File: config.mk
export PLATFORM = sky130hd
export DESIGN_NAME = gregorian_date_stepper_top
export DESIGN_NICKNAME = d
export VERILOG_FILES = /design/src/hdl/gds_pkg.sv /design/src/hdl/gds_leap.sv /design/src/hdl/gds_day_unit.sv /design/src/hdl/gregorian_date_stepper_top.sv
export SDC_FILE = /design/constraint.sdc
export NUM_CORES = 1
export LEC_CHECK = 0
export BUFFER_PORTS_ARGS = -buffer_cell sky130_fd_sc_hd__buf_2
export CAP_MARGIN = 20
export CORE_UTILIZATION = 45
export CTS_BUF_LIST = sky130_fd_sc_hd__clkbuf_4 sky130_fd_sc_hd__clkbuf_8
export CTS_CLUSTER_SIZE = 12
export DETAILED_ROUTE_END_ITERATION = 8
export PLACE_DENSITY = 0.67
export SYNTH_ARGS = -nofsm -noshare
export SYNTH_HDL_FRONTEND = slang
export SYNTH_SLANG_ARGS = --single-unit
export TNS_END_PERCENT = 5
File: constraint.sdc
create_clock -name clk -period 6 [get_ports clk]
set_clock_uncertainty 0.1 [all_clocks]
set_input_delay 0.9 -clock clk [delete_from_list [all_inputs] [get_ports clk]]
set_output_delay 0.9 -clock clk [all_outputs]
set_load 0.05 [all_outputs]
File: src/hdl/gds_pkg.sv
// ----------------------------------------------------------------------------
// gds_pkg
// Types, constants and calendar helpers shared by the date stepper.
// ----------------------------------------------------------------------------
package gds_pkg;

  localparam int DAY_W   = 5;
  localparam int MONTH_W = 4;
  localparam int YEAR_W  = 16;

  localparam int DELTA_BITS_DEF = 16;

  // default date after reset or a rejected load
  localparam logic [DAY_W-1:0]   DEF_DAY   = 5'd1;
  localparam logic [MONTH_W-1:0] DEF_MONTH = 4'd1;
  localparam logic [YEAR_W-1:0]  DEF_YEAR  = 16'd2023;
  localparam logic               DEF_LEAP  = 1'b0;

  localparam logic [MONTH_W-1:0] MONTH_FEB = 4'd2;
  localparam logic [MONTH_W-1:0] MONTH_APR = 4'd4;
  localparam logic [MONTH_W-1:0] MONTH_JUN = 4'd6;
  localparam logic [MONTH_W-1:0] MONTH_SEP = 4'd9;
  localparam logic [MONTH_W-1:0] MONTH_NOV = 4'd11;
  localparam logic [MONTH_W-1:0] MONTH_DEC = 4'd12;

  // divisibility by 25: y * inv(25) mod 2^16 <= floor(65535 / 25)
  localparam logic [YEAR_W-1:0] INV25     = 16'd23593;
  localparam logic [YEAR_W-1:0] DIV25_MAX = 16'd2621;

  // item kinds
  localparam logic KIND_LOAD = 1'b0;
  localparam logic KIND_STEP = 1'b1;

  typedef enum logic [2:0] {
    ST_IDLE,
    ST_LEAP,
    ST_CHECK,
    ST_STEP,
    ST_DONE
  } gds_state_t;

  typedef struct packed {
    logic [DAY_W-1:0]   day;
    logic [MONTH_W-1:0] month;
    logic [YEAR_W-1:0]  year;
  } gds_date_t;

  // days in a month; out-of-range months report 31
  function automatic logic [DAY_W-1:0] month_len(input logic [MONTH_W-1:0] m,
                                                 input logic leap);
    logic [DAY_W-1:0] len;
    if (m == MONTH_FEB) begin
      len = leap ? 5'd29 : 5'd28;
    end else if (m == MONTH_APR || m == MONTH_JUN || m == MONTH_SEP ||
                 m == MONTH_NOV) begin
      len = 5'd30;
    end else begin
      len = 5'd31;
    end
    return len;
  endfunction

endpackage

File: src/hdl/gds_leap.sv
// ----------------------------------------------------------------------------
// gds_leap
// Leap year test (rule of 4, 100 and 400) on a 16-bit year.
// ----------------------------------------------------------------------------
module gds_leap (
  input  logic [gds_pkg::YEAR_W-1:0] year_i,
  output logic                       leap_o
);
  import gds_pkg::*;

  logic [YEAR_W-1:0] prod;
  logic              div4;
  logic              div16;
  logic              div25;

  // modular inverse trick for divisibility by 25
  assign prod  = YEAR_W'(year_i * INV25);
  assign div25 = (prod <= DIV25_MAX);
  assign div4  = (year_i[1:0] == 2'b00);
  assign div16 = (year_i[3:0] == 4'b0000);

  // div 400 = div 16 and div 25; div 100 = div 4 and div 25
  assign leap_o = (div16 && div25) || (div4 && !div25);

endmodule

File: src/hdl/gds_day_unit.sv
// ----------------------------------------------------------------------------
// gds_day_unit
// Moves a date one day forward or back, rolling month and year.
// ----------------------------------------------------------------------------
module gds_day_unit (
  input  gds_pkg::gds_date_t cur_i,
  input  logic               leap_i,
  input  logic               back_i,
  output gds_pkg::gds_date_t nxt_o,
  output logic               year_chg_o
);
  import gds_pkg::*;

  logic [MONTH_W-1:0] prev_month;

  assign prev_month = (cur_i.month > 4'd1) ? MONTH_W'(cur_i.month - 4'd1) : MONTH_DEC;

  always_comb begin
    nxt_o      = cur_i;
    year_chg_o = 1'b0;
    if (!back_i) begin
      // forward one day
      if (cur_i.day < month_len(cur_i.month, leap_i)) begin
        nxt_o.day = DAY_W'(cur_i.day + 5'd1);
      end else begin
        nxt_o.day = 5'd1;
        if (cur_i.month < MONTH_DEC) begin
          nxt_o.month = MONTH_W'(cur_i.month + 4'd1);
        end else begin
          nxt_o.month = 4'd1;
          nxt_o.year  = YEAR_W'(cur_i.year + 16'd1);
          year_chg_o  = 1'b1;
        end
      end
    end else begin
      // back one day; December is 31 days whatever the year
      if (cur_i.day > 5'd1) begin
        nxt_o.day = DAY_W'(cur_i.day - 5'd1);
      end else begin
        nxt_o.month = prev_month;
        nxt_o.day   = month_len(prev_month, leap_i);
        if (cur_i.month <= 4'd1) begin
          nxt_o.year = YEAR_W'(cur_i.year - 16'd1);
          year_chg_o = 1'b1;
        end
      end
    end
  end

endmodule

File: src/hdl/gregorian_date_stepper_top.sv
// ----------------------------------------------------------------------------
// gregorian_date_stepper_top
// Gregorian date register with checked load and day-by-day stepping.
// ----------------------------------------------------------------------------
// A load item passes from acceptance through ST_LEAP, which registers the
// leap flag of the new year, ST_CHECK, which checks the date, and ST_DONE,
// which hands it to the output register once that register is free. A step
// item runs in ST_STEP, where the day unit applies one day per cycle and
// each new year passes through ST_LEAP to refresh the leap flag, until
// |day_delta| days are applied. The input is stalled while an item is in
// work; a result waiting in the output register does not block the next item.
module gregorian_date_stepper_top #(
  parameter int DELTA_BITS = gds_pkg::DELTA_BITS_DEF
) (
  input  logic                         clk,
  input  logic                         rst_n,
  // input channel
  input  logic                         in_valid,
  output logic                         in_stall,
  input  logic                         in_kind,
  input  logic [gds_pkg::DAY_W-1:0]    in_load_day,
  input  logic [gds_pkg::MONTH_W-1:0]  in_load_month,
  input  logic [gds_pkg::YEAR_W-1:0]   in_load_year,
  input  logic signed [DELTA_BITS-1:0] in_day_delta,
  // result channel
  output logic                         out_valid,
  input  logic                         out_stall,
  output logic [gds_pkg::DAY_W-1:0]    out_day,
  output logic [gds_pkg::MONTH_W-1:0]  out_month,
  output logic [gds_pkg::YEAR_W-1:0]   out_year,
  output logic                         out_load_ok
);
  import gds_pkg::*;

  gds_state_t state_r, state_nxt;

  gds_date_t             cur_r, cur_nxt;
  logic                  leap_r, leap_nxt;
  logic                  kind_r, kind_nxt;
  logic                  back_r, back_nxt;
  logic                  ok_r, ok_nxt;
  logic [DELTA_BITS-1:0] cnt_r, cnt_nxt;

  gds_date_t out_date_r;
  logic      out_ok_r;
  logic      out_valid_r, out_valid_nxt;

  logic      in_acc;
  logic      leap_w;
  gds_date_t step_date;
  logic      year_chg;
  logic      date_ok;
  logic      cnt_zero;
  logic      out_load;

  gds_leap u_leap (
    .year_i (cur_r.year),
    .leap_o (leap_w)
  );

  gds_day_unit u_day (
    .cur_i      (cur_r),
    .leap_i     (leap_r),
    .back_i     (back_r),
    .nxt_o      (step_date),
    .year_chg_o (year_chg)
  );

  assign in_acc   = in_valid && !in_stall;
  assign cnt_zero = (cnt_r == '0);
  assign out_load = (state_r == ST_DONE) && (!out_valid_r || !out_stall);
  assign date_ok  = (cur_r.month >= 4'd1) && (cur_r.month <= MONTH_DEC) &&
                    (cur_r.day != 5'd0) &&
                    (cur_r.day <= month_len(cur_r.month, leap_r));

  // next state
  always_comb begin
    state_nxt = state_r;
    unique case (state_r)
      ST_IDLE:  if (in_acc) begin
        state_nxt = (in_kind == KIND_LOAD) ? ST_LEAP : ST_STEP;
      end
      ST_LEAP:  state_nxt = (kind_r == KIND_LOAD) ? ST_CHECK : ST_STEP;
      ST_CHECK: state_nxt = ST_DONE;
      ST_STEP:  begin
        if (cnt_zero) begin
          state_nxt = ST_DONE;
        end else if (year_chg) begin
          state_nxt = ST_LEAP;
        end
      end
      ST_DONE:  if (out_load) begin
        state_nxt = ST_IDLE;
      end
      default:  state_nxt = ST_IDLE;
    endcase
  end

  // datapath updates per state
  always_comb begin
    cur_nxt  = cur_r;
    leap_nxt = leap_r;
    kind_nxt = kind_r;
    back_nxt = back_r;
    ok_nxt   = ok_r;
    cnt_nxt  = cnt_r;
    unique case (state_r)
      ST_IDLE:  if (in_acc) begin
        kind_nxt = in_kind;
        ok_nxt   = 1'b1;
        if (in_kind == KIND_LOAD) begin
          cur_nxt.day   = in_load_day;
          cur_nxt.month = in_load_month;
          cur_nxt.year  = in_load_year;
        end else begin
          back_nxt = in_day_delta[DELTA_BITS-1];
          cnt_nxt  = in_day_delta[DELTA_BITS-1] ? $unsigned(-in_day_delta)
                                                : $unsigned(in_day_delta);
        end
      end
      ST_LEAP:  leap_nxt = leap_w;
      ST_CHECK: if (!date_ok) begin
        cur_nxt.day   = DEF_DAY;
        cur_nxt.month = DEF_MONTH;
        cur_nxt.year  = DEF_YEAR;
        leap_nxt      = DEF_LEAP;
        ok_nxt        = 1'b0;
      end
      ST_STEP:  if (!cnt_zero) begin
        cur_nxt = step_date;
        cnt_nxt = DELTA_BITS'(cnt_r - 1'b1);
      end
      ST_DONE:  ;
      default:  ;
    endcase
  end

  // output register handshake
  always_comb begin
    out_valid_nxt = out_valid_r;
    if (out_load) begin
      out_valid_nxt = 1'b1;
    end else if (out_valid_r && !out_stall) begin
      out_valid_nxt = 1'b0;
    end
  end

  // control and state registers
  always_ff @(posedge clk) begin
    if (!rst_n) begin
      state_r       <= ST_IDLE;
      cur_r.day     <= DEF_DAY;
      cur_r.month   <= DEF_MONTH;
      cur_r.year    <= DEF_YEAR;
      leap_r        <= DEF_LEAP;
      out_valid_r   <= 1'b0;
    end else begin
      state_r     <= state_nxt;
      cur_r       <= cur_nxt;
      leap_r      <= leap_nxt;
      out_valid_r <= out_valid_nxt;
    end
  end

  // item and result payload registers
  always_ff @(posedge clk) begin
    kind_r <= kind_nxt;
    back_r <= back_nxt;
    ok_r   <= ok_nxt;
    cnt_r  <= cnt_nxt;
    if (out_load) begin
      out_date_r <= cur_r;
      out_ok_r   <= ok_r;
    end
  end

  assign in_stall    = (state_r != ST_IDLE);
  assign out_valid   = out_valid_r;
  assign out_day     = out_date_r.day;
  assign out_month   = out_date_r.month;
  assign out_year    = out_date_r.year;
  assign out_load_ok = out_ok_r;

endmodule

Word level (Yosys, flattened, before mapping)

Index checks and enable logic that the tools add are counted.

$add $sub $neg: 8
$mul: 1
Divide/modulo/power cells: 0
Order comparisons: 9
Equal/unequal tests: 25
Shift operators: 0
Mux-type cells: 43
Bitwise logic cells: 0
Reductions and logical operators: 40

Operators with widths:

| kind                     | count |
|---|---|
| $mux W25                 | 5 |
| $mux W16                 | 6 |
| $pmux W25 S3             | 1 |
| $mux W20                 | 2 |
| $pmux W16 S2             | 1 |
| $sub A16 B1 Y16 const B  | 2 |
| $mux W5                  | 5 |
| $add A16 B1 Y16 const B  | 1 |
| $eq A4 B3 Y1 const B     | 4 |
| $eq A4 B4 Y1 const B     | 4 |
| $le A16 B12 Y1 const B   | 1 |
| $logic_not A16 Y1        | 1 |
| $mul A16 B15 Y16 const B | 1 |
| $neg A16 Y16             | 1 |
| $pmux W3 S5              | 1 |
| $mux W1                  | 13 |
| $mux W3                  | 4 |
| $ne A2 B2 Y1 const B     | 6 |
| $ne A3 B3 Y1 const B     | 3 |
| $reduce_and A3 Y1        | 3 |
| $reduce_and A9 Y1        | 1 |
| $eq A4 B2 Y1 const B     | 2 |
| $logic_and A1 B1 Y1      | 8 |
| $logic_or A1 B1 Y1       | 8 |
| 30 further kinds         | 42 |

Register bits after elaboration: 75
Bits in latches: 0
Bits in writable memories: 0
ROM bits: 0
Bits of input ports: 46
Output and inout bits: 28
Memories: 0

Depth between registers and ports, before layout

Gate-level depths: netlist of the first run.

Depth in word-level cells: 13
Mapped depth: 17
Depth with buffers taken out: 17

Cells and area by module

A second synthesis of the first run with hierarchy kept.

Cell total of the unflattened synthesis: 774
Area, all modules: 6,875.3 µm²

Modules (own cells, without submodules):

| module                     | times used | cells an instance | area an instance (µm²) | seq. area each (µm²) |
|---|---|---|---|---|
| gregorian_date_stepper_top | 1          | 394               | 3,877.5                | 1,951.9 |
| gds_leap                   | 1          | 172               | 1,651.6                | 0.0 |
| gds_day_unit               | 1          | 208               | 1,346.3                | 0.0 |

Least setup slack after synthesis of the first run

Ideal clock, no wire load.

Path type: register -> register
Start: register cur_r[0] (netlist name)
End: register leap_r
Data arrival time: 4.089 ns
Required time: 5.821 ns
Path slack: 1.732 ns
Cell stages (with the launch flop): 16
Cells stage by stage: dfxtp_1 ha_1 ha_1 inv_1 fa_1 fa_1 inv_1 fa_1 ha_1 xnor3_1 xnor3_1 xnor3_1 or3_1 o211ai_1 nor4_1 o211ai_1

Cells in the longest elaborated chain, start to end: 6
Elaborated cells on any way between the ends: 9
Those cells by class: mul (1); order compare (1); mux (1); reduce/logical (6)

Ends and longest elaborated chain:

| element                | RTL line                          | source |
|---|---|---|
| from (decl)            | gregorian_date_stepper_top.sv:37  | `gds_date_t cur_r, cur_nxt;` |
| from (signal assigned) | gregorian_date_stepper_top.sv:159 | `cur_r <= cur_nxt;` |
| $mul A16 B15 Y16       | gds_leap.sv:17                    | `assign prod = YEAR_W'(year_i * INV25);` |
| $le A16 B12 Y1         | gds_leap.sv:18                    | `assign div25 = (prod <= DIV25_MAX);` |
| $logic_not A1 Y1       | gds_leap.sv:23                    | `assign leap_o = (div16 && div25) \|\| (div4 && !div25);` |
| $logic_and A1 B1 Y1    | gds_leap.sv:23                    |  |
| $logic_or A1 B1 Y1 (*) | gds_leap.sv:23                    |  |
| $pmux W1 S2 (*)        | gregorian_date_stepper_top.sv:107 | `unique case (state_r)` |
| to (signal assigned)   | gregorian_date_stepper_top.sv:160 | `leap_r <= leap_nxt;` |
| to (decl)              | gregorian_date_stepper_top.sv:38  | `logic leap_r, leap_nxt;` |

Mark *: on every way between the ends. The rest lies on a longest branch, timed or not.
A chain may end at the register's enable or synchronous reset.

Worst setup path after layout of the first run

Ends and elaborated chain as after synthesis.

==> flow_results.xml, run 1 <==
<?xml version="1.0" encoding="UTF-8"?>
<metrics>
  <group name="clock_network">
    <metric name="cts_hold_buf" unit="">0</metric>
    <metric name="clkSinkCount" unit="">75</metric>
    <metric name="tritoncts" unit="">done</metric>
    <metric name="worst_setup_hold_path_clk_slew" unit="ns">0.08</metric>
    <metric name="cts_buffers" unit="">9</metric>
    <metric name="cts.path.max_buffers" unit="">2</metric>
    <metric name="clkLatencyLatePin" unit="ns">0.37</metric>
    <metric name="clk_root_buffer_cell" unit="">clkbuf_8</metric>
    <metric name="clock_tree.htree_level_count" unit="">3</metric>
    <metric name="cts_setup_buffers" unit="">0</metric>
    <metric name="cts_repair_resize_count" unit="">0</metric>
  </group>
  <group name="flow_run">
    <metric name="max_cap_violations" unit="">0</metric>
  </group>
  <group name="yosys">
    <metric name="post-synth-top-area-cell" unit="">edfxtp_1</metric>
    <metric name="synth.yosys.seq_area_share" unit="">0.309</metric>
    <metric name="number_of_flip_flops_and_latches_in_the_synthesized_netlist" unit="">75</metric>
    <metric name="mean_syn_cell_area" unit="um^2">9.44</metric>
    <metric name="asyncSetResetFlopFracSynth" unit="">0</metric>
    <metric name="netlist-cell-type-count" unit="">66</metric>
    <metric name="netlist_instances" unit="">668</metric>
    <metric name="mappedNetlistNets" unit="">822</metric>
    <metric name="syn_area" unit="mm^2">0.00631</metric>
    <metric name="top_flip_flop_cell_by_instance_count_after_synthesis" unit="">edfxtp_1</metric>
    <metric name="edff_count_synth" unit="">45</metric>
    <metric name="yosys_warnings" unit="">0</metric>
    <metric name="synth_largest_type_area_fraction" unit="">0.214</metric>
    <metric name="synth.top_cells.by_area" unit="">edfxtp_1 21%, ha_1 18%, dfxtp_1 9.5%, fa_1 6.0%, xnor2_1 5.0%</metric>
  </group>
  <group name="floorplan">
    <metric name="num_rows" unit="">42</metric>
    <metric name="initial_utilization" unit="">0.469</metric>
    <metric name="dieWidth" unit="um">120</metric>
    <metric name="design.die.area" unit="mm^2">0.0145</metric>
    <metric name="core" unit="mm^2">0.0135</metric>
    <metric name="num_ports" unit="">74</metric>
    <metric name="die-height" unit="um">120</metric>
  </group>
  <group name="timing">
    <metric name="rsz0062_at_grt" unit="">no</metric>
    <metric name="timing.final.setup_violations" unit="">0</metric>
    <metric name="max_clock_freq" unit="MHz">218</metric>
    <metric name="timing_worst_slew_pin_value" unit="ns">0.800</metric>
    <metric name="final.setup.tns" unit="ns">0</metric>
    <metric name="number_of_endpoints_with_negative_hold_slack_in_the_final_report" unit="">0</metric>
    <metric name="final_critical_path_setup_slack" unit="ns">1.41</metric>
    <metric name="fin_hold_ws" unit="ns">0.336</metric>
    <metric name="finalCritPeriodShare" unit="">0.764</metric>
    <metric name="slew-limit-headroom" unit="">0.466</metric>
    <metric name="period_needed" unit="ns">4.59</metric>
    <metric name="final-max-slew-violation-count" unit="">0</metric>
  </group>
  <group name="cells_and_area">
    <metric name="fin_cells" unit="">912</metric>
    <metric name="layout_area_growth_over_synthesis" unit="%">11.2</metric>
    <metric name="final_layout_size_suffix_gt1_frac" unit="">0.145</metric>
    <metric name="n_antenna_cell" unit="">0</metric>
    <metric name="highest_count_cells_in_the_layout_ignoring_fill_and_taps" unit="">89 x ha_1, 73 x buf_2, 62 x inv_1</metric>
    <metric name="mostFrequentLayoutCell" unit="">ha_1</metric>
    <metric name="final_nets" unit="">885</metric>
    <metric name="finalCoreUtilization" unit="">0.521</metric>
  </group>
  <group name="place">
    <metric name="place_ws" unit="ns">1.41</metric>
    <metric name="place.port_buffers" unit="">73</metric>
    <metric name="post-place-cells" unit="">896</metric>
    <metric name="gp_routability_congestion" unit="">0.906</metric>
    <metric name="place.detailed.hpwl" unit="mm">11.8</metric>
  </group>
  <group name="power_and_ir_drop">
    <metric name="power_leakage" unit="nW">3.03</metric>
    <metric name="peakVddDrop" unit="mV">0.615</metric>
    <metric name="power_per_cell_area" unit="mW/mm^2">642</metric>
  </group>
  <group name="worst_setup_path">
    <metric name="max_stage_delay" unit="ns">0.57</metric>
    <metric name="crit_required" unit="ns">6.19</metric>
    <metric name="timing.critical_path.from_type" unit="">flop</metric>
    <metric name="timing_worst_setup_path_type" unit="">flop to flop</metric>
    <metric name="worst-path-max-fanout" unit="">10</metric>
    <metric name="regToRegStartpoint" unit="">cur_r[0]</metric>
    <metric name="timing.critical_path.arrival" unit="ns">4.78</metric>
    <metric name="critPathCaptureType" unit="">flop</metric>
    <metric name="worst_r2r_endpoint" unit="">leap_r</metric>
    <metric name="path_delay_family" unit="">adder cells</metric>
    <metric name="reg2reg_depth" unit="">15</metric>
    <metric name="critical_path.cell_chain" unit="">ha_1, ha_1, inv_1, fa_1, fa_1, inv_1, fa_1, ha_1, xnor3_1, xnor3_1, xnor3_1, or3_1, o211ai_1, nor4_1, o211ai_1</metric>
    <metric name="crit_buf_inv" unit="">2</metric>
    <metric name="rrSetupSlack" unit="ns">1.41</metric>
    <metric name="cp_slowest_cell" unit="">dfxtp_1</metric>
  </group>
  <group name="min_path">
    <metric name="whs_path_depth" unit="">0</metric>
    <metric name="min_delay_worst_endpoint" unit="">out_load_ok</metric>
    <metric name="worst_hold_path_type" unit="">flop to flop</metric>
    <metric name="hold_start" unit="">ok_r</metric>
  </group>
  <group name="grt">
    <metric name="grt_pass1_wl" unit="mm">25.3</metric>
    <metric name="first_global_vias" unit="">5028</metric>
    <metric name="antenna_found_initial" unit="">0</metric>
    <metric name="grt.overflow.total" unit="">0</metric>
    <metric name="grt.total_usage" unit="">0.225</metric>
    <metric name="grt_start_max_net_pins" unit="">38</metric>
  </group>
  <group name="route">
    <metric name="via_to_cell_ratio" unit="">5.69</metric>
    <metric name="drc_errors" unit="">0</metric>
    <metric name="drt_wl_total" unit="mm">15.5</metric>
    <metric name="drt_pre_antenna_iters" unit="">5</metric>
    <metric name="detailroute.via_count" unit="">5188</metric>
    <metric name="drt-initial-drc-count" unit="">377</metric>
    <metric name="drt.antenna.violating_nets" unit="">0</metric>
    <metric name="post_drt_wl_per_cell" unit="um">17.0</metric>
  </group>
  <group name="outcome">
    <metric name="run_status" unit="">finished, final reports clean</metric>
  </group>
</metrics>
## power by group
part	total, mW	internal [mW]	switching [mW]
logic	3.33	1.57	1.76
clock network	0.400	0.193	0.206
registers	0.778	0.647	0.131
## cells in the mapped netlist, drive strengths merged (14+ instances only)
library cell	count
ha	89
o21ai	35
nor3	14
clkbuf	22
edfxtp	45
xnor2	36
dfxtp	30
fa	19
nand2	41
a21oi	46
nor2	48
nand3	16
inv	62
## per-layer routing
layer  share of wire  GRT usage  wire, um
met1            0.47      0.312      7280
met3           0.056     0.0448       866
met4           0.017     0.0748       263
met2            0.46      0.349      7050
met5               0          0         0
## per-stage QoR
| stage | cell area, um^2 | total power [mW] |
|---|---|---|
| final | 7020 | 4.51 |
| after global placement | 6830 | 3.94 |
| after detailed placement | 6830 | 4.11 |
| after CTS | 7020 | 4.54 |
| after global routing | 7020 | 5.05 |
| after floorplan | 6310 | 3.39 |
## kinds of logic after synthesis
kind of cell | share of synthesized area
xor+xnor | 0.0788
compound gates | 0.184
fa+ha+maj | 0.237
mux | 0.00635
buf+inv | 0.0555
simple gates | 0.129
flops | 0.309
## worst reg2reg max path: cells and delay by family, from the launching register on
family,cells,cell delay [ns]
AOI/OAI and AO/OA,2,0.26
xor gates and xnor gates,3,0.70
adders and majority gates,6,2.37
buffers and inverters,2,0.10
DFF,1,0.57
and+or+nand+nor,2,0.40
## state kept, by name, summed over array words and instances, names as in the netlist, 3 cells and up
signal / cells
state_r: 3
cur_r: 25
cnt_r: 16
out_day: 5
out_month: 4
out_year: 16
## final cells by class
class	instances	area, um^2
Fill cell	1267	6440
Sequential cell	75	1950
Clock inverter	6	56.3
Inverter	63	236
Clock buffer	10	131
Multi-Input combinational cell	503	4010
Timing Repair Buffer	79	410
Tap cell	176	220
## worst max-delay path by stage
stage,start,endpoint,slack [ns],cells after the start
after floorplan,cur_r[0],leap_r,1.73,15
after global placement,cur_r[0],leap_r,1.58,15
after detailed placement,cur_r[0],leap_r,1.41,15
after CTS,cur_r[0],leap_r,1.41,15
after global routing,cur_r[0],leap_r,1.13,15
final,cur_r[0],leap_r,1.41,15
Note: power is estimated with default switching activity, not from simulation.
==> inputs of run 2 (changes only) <==
==> constraint.sdc (replaced) <==
create_clock -name clk -period 4.42 [get_ports clk]
set_clock_uncertainty 0.1 [all_clocks]
set_input_delay 0.663 -clock clk [delete_from_list [all_inputs] [get_ports clk]]
set_output_delay 0.663 -clock clk [all_outputs]
set_load 0.05 [all_outputs]
==> flow_results.xml, run 2 (synthesized netlist as in run 1, its figures left out) <==
<?xml version="1.0" encoding="UTF-8"?>
<metrics>
  <group name="outcome">
    <metric name="run_status" unit="">finished, final reports clean</metric>
  </group>
  <group name="timing">
    <metric name="rsz0062_at_grt" unit="">yes</metric>
    <metric name="final-max-slew-violation-count" unit="">0</metric>
    <metric name="timing_worst_slew_pin_value" unit="ns">0.837</metric>
    <metric name="finalCritPeriodShare" unit="">0.982</metric>
    <metric name="timing.final.setup_violations" unit="">0</metric>
    <metric name="period_needed" unit="ns">4.34</metric>
    <metric name="max_clock_freq" unit="MHz">230</metric>
    <metric name="slew-limit-headroom" unit="">0.442</metric>
    <metric name="final.setup.tns" unit="ns">0</metric>
    <metric name="final_critical_path_setup_slack" unit="ns">0.0814</metric>
    <metric name="number_of_endpoints_with_negative_hold_slack_in_the_final_report" unit="">0</metric>
    <metric name="fin_hold_ws" unit="ns">0.326</metric>
  </group>
  <group name="clock_network">
    <metric name="clkSinkCount" unit="">75</metric>
    <metric name="cts.path.max_buffers" unit="">2</metric>
    <metric name="clkLatencyLatePin" unit="ns">0.38</metric>
    <metric name="cts_buffers" unit="">9</metric>
    <metric name="clk_root_buffer_cell" unit="">clkbuf_8</metric>
    <metric name="worst_setup_hold_path_clk_slew" unit="ns">0.08</metric>
    <metric name="tritoncts" unit="">done</metric>
    <metric name="clock_tree.htree_level_count" unit="">3</metric>
  </group>
  <group name="route">
    <metric name="drt_pre_antenna_iters" unit="">5</metric>
    <metric name="detailroute.via_count" unit="">5314</metric>
    <metric name="drt.antenna.violating_nets" unit="">0</metric>
    <metric name="drt-initial-drc-count" unit="">510</metric>
    <metric name="post_drt_wl_per_cell" unit="um">17.2</metric>
    <metric name="drt_wl_total" unit="mm">16.0</metric>
    <metric name="via_to_cell_ratio" unit="">5.74</metric>
    <metric name="drc_errors" unit="">0</metric>
  </group>
  <group name="place">
    <metric name="place_ws" unit="ns">-0.00796</metric>
    <metric name="gp_routability_congestion" unit="">0.864</metric>
    <metric name="dpl_cell_area" unit="mm^2">0.00690</metric>
    <metric name="post-place-cells" unit="">906</metric>
    <metric name="place.port_buffers" unit="">73</metric>
    <metric name="place.detailed.hpwl" unit="mm">12.1</metric>
  </group>
  <group name="cells_and_area">
    <metric name="largest_register_ffs" unit="">25</metric>
    <metric name="highest_count_cells_in_the_layout_ignoring_fill_and_taps" unit="">82 x ha_1, 73 x buf_2, 57 x inv_1</metric>
    <metric name="final_area" unit="mm^2">0.00720</metric>
    <metric name="final_layout_size_suffix_gt1_frac" unit="">0.187</metric>
    <metric name="mostFrequentLayoutCell" unit="">ha_1</metric>
    <metric name="layout_area_growth_over_synthesis" unit="%">14.2</metric>
    <metric name="area_taken_by_multi_input_logic_gates" unit="mm^2">0.00408</metric>
    <metric name="fin_cells" unit="">926</metric>
    <metric name="seq_area" unit="mm^2">0.00197</metric>
    <metric name="n_antenna_cell" unit="">0</metric>
    <metric name="final_nets" unit="">899</metric>
    <metric name="register_with_the_most_flip_flops" unit="">cur_r</metric>
    <metric name="n_fill_cell" unit="">1249</metric>
    <metric name="finalCoreUtilization" unit="">0.535</metric>
  </group>
  <group name="worst_setup_path">
    <metric name="timing.critical_path.from_type" unit="">flop</metric>
    <metric name="timing.critical_path.arrival" unit="ns">4.53</metric>
    <metric name="crit_required" unit="ns">4.61</metric>
    <metric name="worst-path-max-fanout" unit="">5</metric>
    <metric name="timing_worst_setup_path_type" unit="">flop to flop</metric>
    <metric name="reg2reg_depth" unit="">16</metric>
    <metric name="critPathCaptureType" unit="">flop</metric>
  </group>
  <group name="min_path">
    <metric name="whs_path_depth" unit="">0</metric>
    <metric name="worst_hold_path_type" unit="">flop to flop</metric>
  </group>
  <group name="floorplan">
    <metric name="initial_utilization" unit="">0.469</metric>
    <metric name="core" unit="mm^2">0.0135</metric>
    <metric name="num_rows" unit="">42</metric>
    <metric name="dieWidth" unit="um">120</metric>
    <metric name="num_ports" unit="">74</metric>
    <metric name="die-height" unit="um">120</metric>
    <metric name="design.die.area" unit="mm^2">0.0145</metric>
  </group>
  <group name="grt">
    <metric name="grt.total_usage" unit="">0.231</metric>
    <metric name="grt_pass1_wl" unit="mm">25.8</metric>
    <metric name="antenna_found_initial" unit="">0</metric>
    <metric name="grt_start_max_net_pins" unit="">38</metric>
    <metric name="grt.overflow.total" unit="">0</metric>
    <metric name="first_global_vias" unit="">5140</metric>
  </group>
  <group name="power_and_ir_drop">
    <metric name="peakVddDrop" unit="mV">0.802</metric>
    <metric name="fin_total_pwr" unit="mW">6.50</metric>
    <metric name="power_per_cell_area" unit="mW/mm^2">903</metric>
    <metric name="power_leakage" unit="nW">3.08</metric>
  </group>
  <group name="flow_run">
    <metric name="max_cap_violations" unit="">0</metric>
  </group>
</metrics>
[run 2: area by class of cell]
class                           count  area share
Tap cell                          176      0.0306
Timing Repair Buffer               93      0.0716
Clock buffer                       13      0.0231
Clock inverter                      3     0.00191
Sequential cell                    75       0.273
Multi-Input combinational cell    503       0.567
Inverter                           63      0.0328
[run 2: path summary, 6_finish.rpt]
kind | slack (ns) | start | end
max | 0.08 | cur_r[2] | leap_r
min reg2reg | 0.33 | ok_r | out_load_ok
max reg2reg | 0.08 | cur_r[2] | leap_r
min | 0.33 | ok_r | out_load_ok
[run 2: routing by layer]
metal | GRT usage | wire length, um | up-vias
li1 | - | - | 2576
met1 | 0.304 | 7220 | 2537
met2 | 0.372 | 7310 | 168
met3 | 0.0349 | 935 | 33
met4 | 0.107 | 491 | 0
met5 | 0 | 0 | -
[run 2: report_power, final]
group	internal [mW]	switching (mW)	leakage, nW
sequential	0.884	0.142	0.659
combinational	2.37	2.59	2.33
clock	0.244	0.272	0.0977
[run 2: repair_timing]
item / CTS / global route
endpoints found under the hold margin: 0 / 0
gates resized for setup: 1 / 22
cloned: 0 / 0
buffers inserted: 0 / 4
hold buffers: 0 / 0
pin swaps: 0 / 12
setup endpoints to repair: 1 / 1
[run 2: critical path, cell delays in order, from the launching register on]
cell      delay (ns)
dfxtp_4         0.38
buf_4           0.15
ha_1            0.28
ha_2            0.18
inv_2           0.05
fa_2            0.44
fa_1            0.54
inv_1           0.05
fa_1            0.42
ha_2            0.19
xnor3_1         0.20
xnor3_1         0.24
xnor3_2         0.27
or3_1           0.35
o211ai_1        0.13
nor4_1          0.09
o211ai_1        0.19
==> inputs of run 3 (changes only) <==
--- a/config.mk
+++ b/config.mk
@@ -5,6 +5,7 @@
 export SDC_FILE = /design/constraint.sdc
 export NUM_CORES = 1
 export LEC_CHECK = 0
+export ABC_AREA = 1
 export BUFFER_PORTS_ARGS = -buffer_cell sky130_fd_sc_hd__buf_2
 export CAP_MARGIN = 20
 export CORE_UTILIZATION = 45
==> flow_results.xml, run 3 <==
<?xml version="1.0" encoding="UTF-8"?>
<metrics>
  <group name="floorplan">
    <metric name="die-height" unit="um">126</metric>
    <metric name="dieWidth" unit="um">126</metric>
    <metric name="num_ports" unit="">74</metric>
    <metric name="core" unit="mm^2">0.0148</metric>
    <metric name="design.die.area" unit="mm^2">0.0159</metric>
    <metric name="initial_utilization" unit="">0.469</metric>
    <metric name="num_rows" unit="">44</metric>
  </group>
  <group name="route">
    <metric name="drt.antenna.violating_nets" unit="">0</metric>
    <metric name="drc_errors" unit="">0</metric>
    <metric name="drt_wl_total" unit="mm">16.6</metric>
    <metric name="detailroute.via_count" unit="">6089</metric>
    <metric name="post_drt_wl_per_cell" unit="um">13.8</metric>
    <metric name="drt_pre_antenna_iters" unit="">5</metric>
    <metric name="drt-initial-drc-count" unit="">407</metric>
    <metric name="via_to_cell_ratio" unit="">5.06</metric>
  </group>
  <group name="yosys">
    <metric name="post_synth_mux_area_share" unit="">0.00163</metric>
    <metric name="syn_area" unit="mm^2">0.00691</metric>
    <metric name="synth_compound_area_frac" unit="">0.116</metric>
    <metric name="top_flip_flop_cell_by_instance_count_after_synthesis" unit="">edfxtp_1</metric>
    <metric name="netlist_instances" unit="">930</metric>
    <metric name="yosys_warnings" unit="">0</metric>
    <metric name="number_of_flip_flops_and_latches_in_the_synthesized_netlist" unit="">75</metric>
    <metric name="edff_count_synth" unit="">45</metric>
    <metric name="netlist-cell-type-count" unit="">49</metric>
    <metric name="mappedNetlistNets" unit="">1084</metric>
    <metric name="synth-adder-area-share" unit="">0.216</metric>
    <metric name="synth.top_cells.by_area" unit="">edfxtp_1 20%, ha_1 16%, nand2_1 12%, dfxtp_1 8.7%, inv_1 7.8%</metric>
    <metric name="synth.yosys.seq_area_share" unit="">0.282</metric>
    <metric name="synthTopCellsByCount" unit="">212 x nand2_1, 143 x inv_1, 94 x nor2_1</metric>
    <metric name="asyncSetResetFlopFracSynth" unit="">0</metric>
    <metric name="synth.most_common_cell" unit="">nand2_1</metric>
    <metric name="synth_largest_type_area_fraction" unit="">0.195</metric>
    <metric name="synth_xor_xnor_area_share" unit="">0.0367</metric>
    <metric name="post-synth-top-area-cell" unit="">edfxtp_1</metric>
    <metric name="synthSimpleGateAreaFrac" unit="">0.253</metric>
    <metric name="mean_syn_cell_area" unit="um^2">7.43</metric>
    <metric name="combinational_family_with_the_most_area_after_synthesis" unit="">simple AND/OR/NAND/NOR gates</metric>
  </group>
  <group name="timing">
    <metric name="number_of_endpoints_with_negative_hold_slack_in_the_final_report" unit="">0</metric>
    <metric name="final-max-slew-violation-count" unit="">0</metric>
    <metric name="rsz0062_at_grt" unit="">no</metric>
    <metric name="timing.final.setup_violations" unit="">0</metric>
    <metric name="period_needed" unit="ns">4.25</metric>
    <metric name="max_clock_freq" unit="MHz">236</metric>
    <metric name="final.setup.tns" unit="ns">0</metric>
    <metric name="finalCritPeriodShare" unit="">0.960</metric>
    <metric name="timing_worst_slew_pin_value" unit="ns">0.870</metric>
    <metric name="slew-limit-headroom" unit="">0.420</metric>
  </group>
  <group name="flow_run">
    <metric name="max_cap_violations" unit="">0</metric>
  </group>
  <group name="cells_and_area">
    <metric name="mostFrequentLayoutCell" unit="">nand2_1</metric>
    <metric name="final_layout_size_suffix_gt1_frac" unit="">0.135</metric>
    <metric name="final_nets" unit="">1168</metric>
    <metric name="register_with_the_most_flip_flops" unit="">cur_r</metric>
    <metric name="largest_register_ffs" unit="">25</metric>
    <metric name="layout_area_growth_over_synthesis" unit="%">12.2</metric>
    <metric name="n_antenna_cell" unit="">0</metric>
    <metric name="highest_count_cells_in_the_layout_ignoring_fill_and_taps" unit="">212 x nand2_1, 143 x inv_1, 94 x nor2_1</metric>
  </group>
  <group name="clock_network">
    <metric name="worst_setup_hold_path_clk_slew" unit="ns">0.09</metric>
    <metric name="cts_buffers" unit="">9</metric>
    <metric name="tritoncts" unit="">done</metric>
    <metric name="cts_setup_buffers" unit="">0</metric>
    <metric name="clkSinkCount" unit="">75</metric>
    <metric name="clkLatencyLatePin" unit="ns">0.37</metric>
    <metric name="clk_root_buffer_cell" unit="">clkbuf_8</metric>
    <metric name="cts.path.max_buffers" unit="">2</metric>
    <metric name="clock_tree.htree_level_count" unit="">3</metric>
  </group>
  <group name="place">
    <metric name="gp_routability_congestion" unit="">0.904</metric>
    <metric name="place.detailed.hpwl" unit="mm">13.1</metric>
    <metric name="place.port_buffers" unit="">73</metric>
  </group>
  <group name="worst_setup_path">
    <metric name="timing_worst_setup_path_type" unit="">flop to flop</metric>
    <metric name="crit_required" unit="ns">4.56</metric>
    <metric name="timing.critical_path.arrival" unit="ns">4.38</metric>
    <metric name="timing.critical_path.from_type" unit="">flop</metric>
    <metric name="worst-path-max-fanout" unit="">6</metric>
    <metric name="critPathCaptureType" unit="">flop</metric>
  </group>
  <group name="grt">
    <metric name="grt_util_met2" unit="">0.345</metric>
    <metric name="globalRouteMet3Util" unit="">0.0276</metric>
    <metric name="grt_start_max_net_pins" unit="">32</metric>
    <metric name="first_global_vias" unit="">5566</metric>
    <metric name="grt.overflow.total" unit="">0</metric>
    <metric name="met1_usage" unit="">0.297</metric>
    <metric name="grt.total_usage" unit="">0.215</metric>
    <metric name="grt-busiest-layer" unit="">met2</metric>
    <metric name="grt_pass1_wl" unit="mm">26.9</metric>
    <metric name="antenna_found_initial" unit="">0</metric>
  </group>
  <group name="outcome">
    <metric name="run_status" unit="">finished, final reports clean</metric>
  </group>
  <group name="min_path">
    <metric name="worst_hold_path_type" unit="">flop to flop</metric>
  </group>
</metrics>
-- run 3: layout make-up --
cell class | instances | area, um^2
timing repair buffer | 88 | 478
inverter | 154 | 578
tap | 184 | 230
multi-input combinational | 686 | 4340
clock inverter | 7 | 51.3
fill | 1453 | 7000
clock buffer | 9 | 124
sequential | 75 | 1950
-- run 3: what timing repair did --
item | in CTS | in global routing
resized for setup | 0 | 5
setup endpoints to repair | 0 | 1
hold buffers | 0 | 0
-- run 3: critical path, stage by stage (launching register included) --
cell and delay (ns):
dfxtp_2 0.38, inv_1 0.05, ha_1 0.28, ha_1 0.29, inv_1 0.06, fa_1 0.52, fa_1 0.54, inv_1 0.05
fa_1 0.58, ha_4 0.22, ha_4 0.29, nand2_1 0.05, or2_2 0.28, nand3_1 0.11, nand3_1 0.09, nand2_1 0.08
nand2_1 0.05, nand2_1 0.05, a21oi_1 0.05
-- run 3: path summary, 6_finish.rpt --
kind,from,end,slack (ns),cells after the start
setup / recovery,cur_r[3],leap_r,0.17,18
setup reg to reg,cur_r[3],leap_r,0.17,18
hold / removal,ok_r,out_load_ok,0.33,0
hold reg to reg,ok_r,out_load_ok,0.33,0
-- run 3: logic make-up (layout without fill, tap and decap cells) --
logic type	after synthesis	count (layout)
flops	75	75
mux	1	1
fa+ha+maj	108	108
buf+inv	169	258
simple gates	407	407
compound gates	141	141
xor+xnor	29	29
-- run 3: through the flow --
stage / hold slack [ns] / worst slack [ns] / instances / util / cell area [um^2]
6_report: 0.328 / 0.175 / 1203 / 0.526 / 7760
5_1_grt: 0.341 / 0.00414 / 1203 / 0.526 / 7760
3_3_place_gp: 0.305 / 0.140 / 1187 / 0.512 / 7560
2_1_floorplan: 0.300 / 0.148 / 930 / - / 6910
3_5_place_dp: 0.306 / 0.0391 / 1187 / 0.512 / 7560
4_1_cts: 0.328 / 0.0301 / 1203 / 0.524 / 7730
-- run 3: layer usage --
metal	wire [um]	share of wire
met4	336	0.020
met3	716	0.043
met2	7290	0.44
met5	0	0
met1	8250	0.50
Power of run 3 is not shown: default switching activity piles up to over one toggle a cycle in this logic, so the estimate is an artifact.
